File: src/hw/rtl/sprvd_pkg.sv
// ----------------------------------------------------------------------------
// sprvd_pkg: shared types and codes for packet reassembly and varint decode
// Holds the field widths, result kind codes and packet status codes.
// ----------------------------------------------------------------------------
package sprvd_pkg;

  localparam int SEQ_W   = 7;
  localparam int LEN_W   = 8;
  localparam int BYTE_W  = 8;
  localparam int VALUE_W = 28;
  localparam int DIGIT_W = 7;

  typedef logic [1:0] status_t;

  localparam status_t ST_SUCCESS  = 2'd0;
  localparam status_t ST_FINAL    = 2'd1;
  localparam status_t ST_MISSED   = 2'd2;
  localparam status_t ST_OVERFLOW = 2'd3;

  localparam logic KIND_PACKET = 1'b0;
  localparam logic KIND_DECODE = 1'b1;

  localparam logic RK_STATUS = 1'b0;
  localparam logic RK_VARINT = 1'b1;

endpackage

File: src/hw/rtl/sprvd_byte_ram.sv
// ----------------------------------------------------------------------------
// sprvd_byte_ram: payload byte store
// One write port and one read port with registered read data.
// ----------------------------------------------------------------------------
module sprvd_byte_ram #(
  parameter int DEPTH = 512,
  localparam int AW = $clog2(DEPTH)
) (
  input  logic                        clk,
  input  logic                        wr_en,
  input  logic [AW-1:0]               wr_addr,
  input  logic [sprvd_pkg::BYTE_W-1:0] wr_data,
  input  logic                        rd_en,
  input  logic [AW-1:0]               rd_addr,
  output logic [sprvd_pkg::BYTE_W-1:0] rd_data
);

  logic [sprvd_pkg::BYTE_W-1:0] mem [DEPTH];

  always_ff @(posedge clk) begin
    if (wr_en) begin
      mem[wr_addr] <= wr_data;
    end
  end

  always_ff @(posedge clk) begin
    if (rd_en) begin
      rd_data <= mem[rd_addr];
    end
  end

endmodule

File: src/hw/rtl/seq_packet_reassembly_varint_decode.sv
// ----------------------------------------------------------------------------
// seq_packet_reassembly_varint_decode: packet reassembly with varint reader
// Collects sequenced packet payloads into a byte store and decodes
// little-endian base-128 varints from the last final packet on request.
// ----------------------------------------------------------------------------
//
//  channel  | handshake            | payload
//  ---------+----------------------+------------------------------------------
//  input    | in_valid / in_ready  | kind, byte_value, first_byte, last_byte,
//           |                      | packet_length
//  output   | out_valid / out_ready| result_kind, status, value, at_end,
//           |                      | malformed
//
// a packet byte's header checks, store write and status are settled in the
// transfer cycle itself
// a decode request passes S_FETCH and S_ACC for each stored byte read (up to
// MAX_VARINT_BYTES), with a last S_FETCH when the stored bytes run out first,
// then S_DONE: each byte is read on the store read port in S_FETCH and merged
// by the shared shift-or accumulator in S_ACC
// rst is synchronous; the byte store is not cleared, only ever read below
// the read end armed from the fill index
// a pending result blocks new input until it is taken (or taken that cycle)
module seq_packet_reassembly_varint_decode #(
  parameter int BUFFER_BYTES     = 512,
  parameter int MAX_VARINT_BYTES = 4
) (
  input  logic                          clk,
  input  logic                          rst,
  // input channel
  input  logic                          in_valid,
  output logic                          in_ready,
  input  logic                          kind,
  input  logic [sprvd_pkg::BYTE_W-1:0]  byte_value,
  input  logic                          first_byte,
  input  logic                          last_byte,
  input  logic [sprvd_pkg::LEN_W-1:0]   packet_length,
  // output channel
  output logic                          out_valid,
  input  logic                          out_ready,
  output logic                          result_kind,
  output sprvd_pkg::status_t            status,
  output logic [sprvd_pkg::VALUE_W-1:0] value,
  output logic                          at_end,
  output logic                          malformed
);

  // address width of the store, sum width for the overflow check
  localparam int AW  = $clog2(BUFFER_BYTES);
  localparam int SW  = ((AW > sprvd_pkg::LEN_W) ? AW : sprvd_pkg::LEN_W) + 1;
  // varint byte counter and digit shift amount
  localparam int CW  = $clog2(MAX_VARINT_BYTES + 1);
  localparam int SHW = $clog2(sprvd_pkg::DIGIT_W * MAX_VARINT_BYTES);

  typedef enum logic [1:0] {
    S_IDLE,
    S_FETCH,
    S_ACC,
    S_DONE
  } state_t;

  state_t state;

  // packet side state
  logic [sprvd_pkg::SEQ_W-1:0] last_seq;
  logic [AW-1:0]               fill;
  sprvd_pkg::status_t          pstat;
  logic                        wen;

  // reader state
  logic [AW-1:0]                rd_cursor;
  logic [AW-1:0]                rd_end;
  logic [sprvd_pkg::VALUE_W-1:0] acc;
  logic [CW-1:0]                cnt;
  logic [SHW-1:0]               shift;
  logic                         done;
  logic                         bad;

  // next values for the packet side
  logic [sprvd_pkg::SEQ_W-1:0] last_seq_next;
  logic [AW-1:0]               fill_next;
  sprvd_pkg::status_t          pstat_next;
  logic                        wen_next;
  logic                        st_wr;
  logic                        arm;

  logic [sprvd_pkg::SEQ_W-1:0] seq;
  logic                        seq_ok;
  logic [AW-1:0]               fill_base;
  logic [SW-1:0]               room_sum;

  logic                        out_free;
  logic                        in_xfer;
  logic                        pkt_xfer;
  logic                        res_load;
  logic                        rd_en;
  logic [sprvd_pkg::BYTE_W-1:0] rd_data;
  logic [sprvd_pkg::VALUE_W-1:0] digit;

  assign out_free = !out_valid || out_ready;
  assign in_ready = (state == S_IDLE) && out_free;
  assign in_xfer  = in_valid && in_ready;
  assign pkt_xfer = in_xfer && (kind == sprvd_pkg::KIND_PACKET);

  // a new result is loaded by a closing packet byte or a finished decode
  assign res_load = (pkt_xfer && last_byte) || ((state == S_DONE) && out_free);

  // header checks: sequence 0 restarts, otherwise strictly one more, no wrap
  assign seq       = byte_value[sprvd_pkg::SEQ_W-1:0];
  assign seq_ok    = (seq == '0) ||
                     ({1'b0, seq} == ({1'b0, last_seq} + 8'd1));
  assign fill_base = (seq == '0) ? '0 : fill;
  assign room_sum  = SW'(fill_base) + SW'(packet_length) - SW'(1);

  always_comb begin
    last_seq_next = last_seq;
    fill_next     = fill;
    pstat_next    = pstat;
    wen_next      = wen;
    st_wr         = 1'b0;
    if (first_byte) begin
      if (!seq_ok) begin
        pstat_next = sprvd_pkg::ST_MISSED;
        wen_next   = 1'b0;
      end else begin
        last_seq_next = seq;
        fill_next     = fill_base;
        if ((packet_length == '0) || (room_sum >= SW'(BUFFER_BYTES))) begin
          pstat_next = sprvd_pkg::ST_OVERFLOW;
          wen_next   = 1'b0;
        end else begin
          pstat_next = byte_value[sprvd_pkg::BYTE_W-1] ? sprvd_pkg::ST_FINAL
                                                       : sprvd_pkg::ST_SUCCESS;
          wen_next   = 1'b1;
        end
      end
    end else if (wen && (fill < AW'(BUFFER_BYTES - 1))) begin
      st_wr     = 1'b1;
      fill_next = fill + AW'(1);
    end
    // an accepted final packet arms the reader when it closes
    arm = last_byte && wen_next && (pstat_next == sprvd_pkg::ST_FINAL);
    if (last_byte) begin
      wen_next = 1'b0;
    end
  end

  // reader: one store read, then one shift-or step per varint byte
  assign rd_en = (state == S_FETCH) && (rd_cursor < rd_end);
  assign digit = {{(sprvd_pkg::VALUE_W - sprvd_pkg::DIGIT_W){1'b0}},
                  rd_data[sprvd_pkg::DIGIT_W-1:0]} << shift;

  sprvd_byte_ram #(
    .DEPTH (BUFFER_BYTES)
  ) u_store (
    .clk     (clk),
    .wr_en   (pkt_xfer && st_wr),
    .wr_addr (fill),
    .wr_data (byte_value),
    .rd_en   (rd_en),
    .rd_addr (rd_cursor),
    .rd_data (rd_data)
  );

  always_ff @(posedge clk) begin
    if (rst) begin
      state     <= S_IDLE;
      last_seq  <= '0;
      fill      <= '0;
      pstat     <= sprvd_pkg::ST_SUCCESS;
      wen       <= 1'b0;
      rd_cursor <= '0;
      rd_end    <= '0;
      out_valid <= 1'b0;
    end else begin
      if (res_load) begin
        out_valid <= 1'b1;
      end else if (out_valid && out_ready) begin
        out_valid <= 1'b0;
      end
      case (state)
        S_IDLE: begin
          if (pkt_xfer) begin
            last_seq <= last_seq_next;
            fill     <= fill_next;
            pstat    <= pstat_next;
            wen      <= wen_next;
            if (arm) begin
              rd_cursor <= '0;
              rd_end    <= fill_next;
            end
            if (last_byte) begin
              result_kind <= sprvd_pkg::RK_STATUS;
              status      <= pstat_next;
              value       <= '0;
              at_end      <= 1'b0;
              malformed   <= 1'b0;
            end
          end else if (in_xfer) begin
            // decode request
            acc   <= '0;
            cnt   <= '0;
            shift <= '0;
            done  <= 1'b0;
            bad   <= 1'b0;
            state <= S_FETCH;
          end
        end
        S_FETCH: begin
          if (rd_cursor >= rd_end) begin
            state <= S_DONE;
          end else begin
            state <= S_ACC;
          end
        end
        S_ACC: begin
          acc       <= acc | digit;
          rd_cursor <= rd_cursor + AW'(1);
          if (!rd_data[sprvd_pkg::BYTE_W-1]) begin
            done  <= 1'b1;
            state <= S_DONE;
          end else if (cnt == CW'(MAX_VARINT_BYTES - 1)) begin
            bad   <= 1'b1;
            state <= S_DONE;
          end else begin
            cnt   <= cnt + CW'(1);
            shift <= shift + SHW'(sprvd_pkg::DIGIT_W);
            state <= S_FETCH;
          end
        end
        S_DONE: begin
          if (out_free) begin
            result_kind <= sprvd_pkg::RK_VARINT;
            status      <= sprvd_pkg::ST_SUCCESS;
            value       <= done ? acc : '0;
            at_end      <= (rd_cursor >= rd_end);
            malformed   <= bad;
            state       <= S_IDLE;
          end
        end
        default: begin
          state <= S_IDLE;
        end
      endcase
    end
  end

  // the reader never runs past the armed end and the fill index stays in range
  a_cursor_in_range: assert property (@(posedge clk) disable iff (rst)
    (rd_cursor <= rd_end) && ({1'b0, fill} < (AW+1)'(BUFFER_BYTES)))
    else $error("read cursor past end or fill index out of range");

  // a closing packet byte yields a status result on the next cycle
  a_status_on_last: assert property (@(posedge clk) disable iff (rst)
    pkt_xfer && last_byte |=> out_valid && (result_kind == sprvd_pkg::RK_STATUS))
    else $error("no status result after last packet byte");

  // a malformed varint never carries a value
  a_malformed_zero: assert property (@(posedge clk) disable iff (rst)
    out_valid && malformed |-> (value == '0) &&
    (result_kind == sprvd_pkg::RK_VARINT))
    else $error("malformed varint with nonzero value");

  // no new transfer is taken while a decode is in flight
  a_busy_blocks: assert property (@(posedge clk) disable iff (rst)
    (state != S_IDLE) |-> !in_ready)
    else $error("input ready during decode");

endmodule

File: config.mk
export PLATFORM = sky130hd
export DESIGN_NAME = seq_packet_reassembly_varint_decode
export DESIGN_NICKNAME = d
export VERILOG_FILES = /design/src/hw/rtl/sprvd_pkg.sv /design/src/hw/rtl/sprvd_byte_ram.sv /design/src/hw/rtl/seq_packet_reassembly_varint_decode.sv
export SDC_FILE = /design/constraint.sdc
export NUM_CORES = 2
export LEC_CHECK = 0
export BUFFER_PORTS_ARGS = -buffer_cell sky130_fd_sc_hd__buf_2
export CAP_MARGIN = 25
export CORE_MARGIN = 2
export CORE_UTILIZATION = 30
export CTS_BUF_LIST = sky130_fd_sc_hd__clkbuf_4
export DETAILED_ROUTE_END_ITERATION = 10
export MAX_ROUTING_LAYER = met4
export PLACE_DENSITY_LB_ADDON = 0.2
export SKIP_LAST_GASP = 1
export SYNTH_ARGS = -nofsm -noshare
export SYNTH_HDL_FRONTEND = slang
export SYNTH_SLANG_ARGS = --single-unit
File: constraint.sdc
create_clock -name clk -period 17.4 [get_ports clk]
set_input_delay 5.22 -clock clk [delete_from_list [all_inputs] [get_ports clk]]
set_output_delay 5.22 -clock clk [all_outputs]
set_load 0.03 [all_outputs]
==> results.toml <==
[final_layout]
fin_area_mm2 = 0.1869
final_util_pct = 34.28
multiInputGateArea_mm2 = 0.03590
nFillCells = 51570
final_layout_size_suffix_gt1_share_pct = 33.78
final_common_cell = "edfxtp_1"
mostFrequentLayoutCells = "edfxtp_1 (4175), clkbuf_4 (1597), mux4_2 (1111)"
regArea_mm2 = 0.1262
layout.nets = 8646
area_growth_pct = 13.72

[clock_network]
cts_max_level = 7
cts-resized-gates = 0
cts-hold-fix-buffers = 0
clkSlewWorstSetupHoldPaths_ns = 0.05
cts_tree = "done"
cts_root_buffer = "clkbuf_4"
cts_sinks = 4215
post_cts_buffers = 0
clkLatencyLatePin_ns = 1.77
numCtsBuffers = 1162
clockBufferDepth = 5

[critical_path]
start_kind = "input port"
reg2reg_to = "u_store.rd_data[2]"
endpoint_kind = "output pin"
worstPathMaxFanout = 6
crit_family = "simple AND/OR/NAND/NOR gates"
crit_arrival_ns = 5.91
path_buf_inv = 2
rr_startpoint = "rd_cursor[0]"
r2r_slack_ns = 10.09
critPathKind = "input port to output pin"
critPathRequiredTime_ns = 12.18
slowest_delay_ns = 0.21
reg2reg_depth = 11
crit_path_cell_trace = "buf_2 -> nand2b_1 -> and2_1 -> buf_2"
critical_path.most_common_cell = "buf_2"
cpMaxStageDelayCell = "nand2b_1"

[global_route]
grt_pass1_vias = 87590
grt_max_degree = 164
grt_antenna_before_repair = 44
overflow = 0
use_met1_pct = 23.80
track_usage_pct = 18.55
grt_pass1_wl_um = 691500
met2_usage_pct = 29.28
grt_use_met3_pct = 4.184
grt-busiest-layer = "met2"

[hold_path]
hold_class = "flop to flop"
whs_endpoint = "rd_end[1]"
min_path_cells = 2
min-delay-start = "rd_end[1]"

[timing]
slew_viol_final = 0
setup_viol = 0
worst_pin_slew_ns = 1.175
min_period_ns = 11.13
rsz0062_at_grt = "no"
finClkSkew_ns = 0.1406
slew_headroom_pct = 21.64
finalWorstSetupSlack_ns = 6.272
min_period_over_period_pct = 63.96
fmaxAchievable_mhz = 89.86
final_hold_viol_count = 0
tns_ns = 0

[yosys]
synth_top_area_share_pct = 76.29
ys.flop_type = "edfxtp_1"
syn_avg_cell_area_um2 = 21.58
synthMuxAreaShare_pct = 16.57
synthDistinctLibCells = 75
yosys_warnings = 0
synthArstFlopShare_pct = 0
synthCells = 7617
synth-simple-area-share_pct = 2.433
yosys-top-cells-area = "edfxtp_1 (76%), mux4_2 (15%), nor2_1 (1.5%)"
seq_area_frac_synth_pct = 76.77
synth_top_family_by_area = "multiplexers"
synth-edff-count = 4175
ys_seq_elements = 4215
synth_area_mm2 = 0.1643
synthesis.nets = 7678
synthAdderAreaFrac_pct = 0.2939
yosys.area.top_type = "edfxtp_1"
synth-xor-area-share_pct = 0.08527
synth-compound-area-share_pct = 2.301

[drt]
wire_per_inst_um = 30.37
drc_errors = 0
ant_nets = 0
vias_per_cell = 5.092
drt-total-wl_um = 501800
dr.pass1.iters = 6
drt_iter0_drc = 8754
num_vias = 84120

[power]
peakVddDrop_uv = 69.41
pwr_density_cell_mw_per_mm2 = 111.8
p_leak_uw = 0.05605
p_total_uw = 20900

[run]
cap_violations = 0

[placement]
placed_area_mm2 = 0.1736
numPortBuffers = 57
hpwl_um = 298600
routabilityCongestion = 0.8112
dpl_worst_slack_ns = 6.277

[die]
die_x_um = 744.1
initial_utilization_pct = 30.14
core_mm2 = 0.5452
fp.dieH_um = 744.1
num_rows = 271
fp.dieArea_mm2 = 0.5537
io_pins = 58

[outcome]
outcome = "completed"
registers in the layout (all words and copies together) (netlist names), 2 cells and up:
name             cells
acc                 28
status               2
rd_end               9
last_seq             7
u_store.mem       4096
u_store.rd_data      8
fill                 9
state                2
pstat                2
cnt                  3
shift                5
value               28
rd_cursor            9
worst max path at each step:
| stage | cells past startpoint | start | slack [ns] | endpoint |
|---|---|---|---|---|
| 2_1_floorplan | 5 | out_ready | 5.70 | at_end |
| 3_3_place_gp | 4 | out_ready | 6.28 | in_ready |
| 3_5_place_dp | 4 | out_ready | 6.28 | in_ready |
| 4_1_cts | 4 | out_ready | 6.27 | in_ready |
| 5_1_grt | 4 | out_ready | 6.22 | in_ready |
| 6_report | 4 | out_ready | 6.27 | in_ready |
power by group:
group	switching, uW	internal (uW)	leakage (uW)	total [uW]
Sequential	35.3	11200	0.0379	11200
Clock	4000	4330	0.00798	8330
Combinational	840	490	0.0102	1330
Total	4880	16000	0.0560	20900
final cells by class:
cell class / count / share of cell area, %
diodes: 29 / 0.03883
clock buffers: 1597 / 6.415
clock inverters: 239 / 0.6327
inverters: 54 / 0.1085
multi-input cells: 2881 / 19.21
flip-flops and latches: 4215 / 67.53
well taps: 7234 / 4.843
repair buffers: 271 / 1.223
cell families (layout without fill, tap and decap cells):
logic type,after synthesis,after routing
compound gates,535,535
fa+ha+maj,38,38
flops,4215,4215
other cells,0,29
mux,1329,1329
simple gates,963,963
buf+inv,521,2161
xor+xnor,16,16
synth_stat cells, types with 41 or more instances:
cell,n
o21ai_0,54
clkbuf_1,238
a211oi_1,41
buf_4,55
mux4_2,1111
a221oi_1,42
a22oi_1,101
mux2i_1,195
a21oi_1,108
nand3_1,45
buf_2,113
nand2_1,133
nor2_1,655
inv_1,50
edfxtp_1,4175
layer usage:
metal / vias up / part of all wire [%]
li1: 34530 / -
met1: 45400 / 42
met2: 3510 / 49
met3: 675 / 7.0
met4: 0 / 2.4
met5: - / 0
worst min-delay path, cell delays in order, from the launching register on:
cell and delay [ns]:
dfxtp_1 0.29, inv_1 0.06, a211oi_1 0.06
through the flow:
stage	hold slack [ns]	cells
CTS	0.4728	16490
detailed placement	0.4629	14650
global placement	0.4697	14640
floorplan	0.4378	7617
finish	0.4688	16520
global route	0.4990	16510
(Power assumes the default switching activity.)
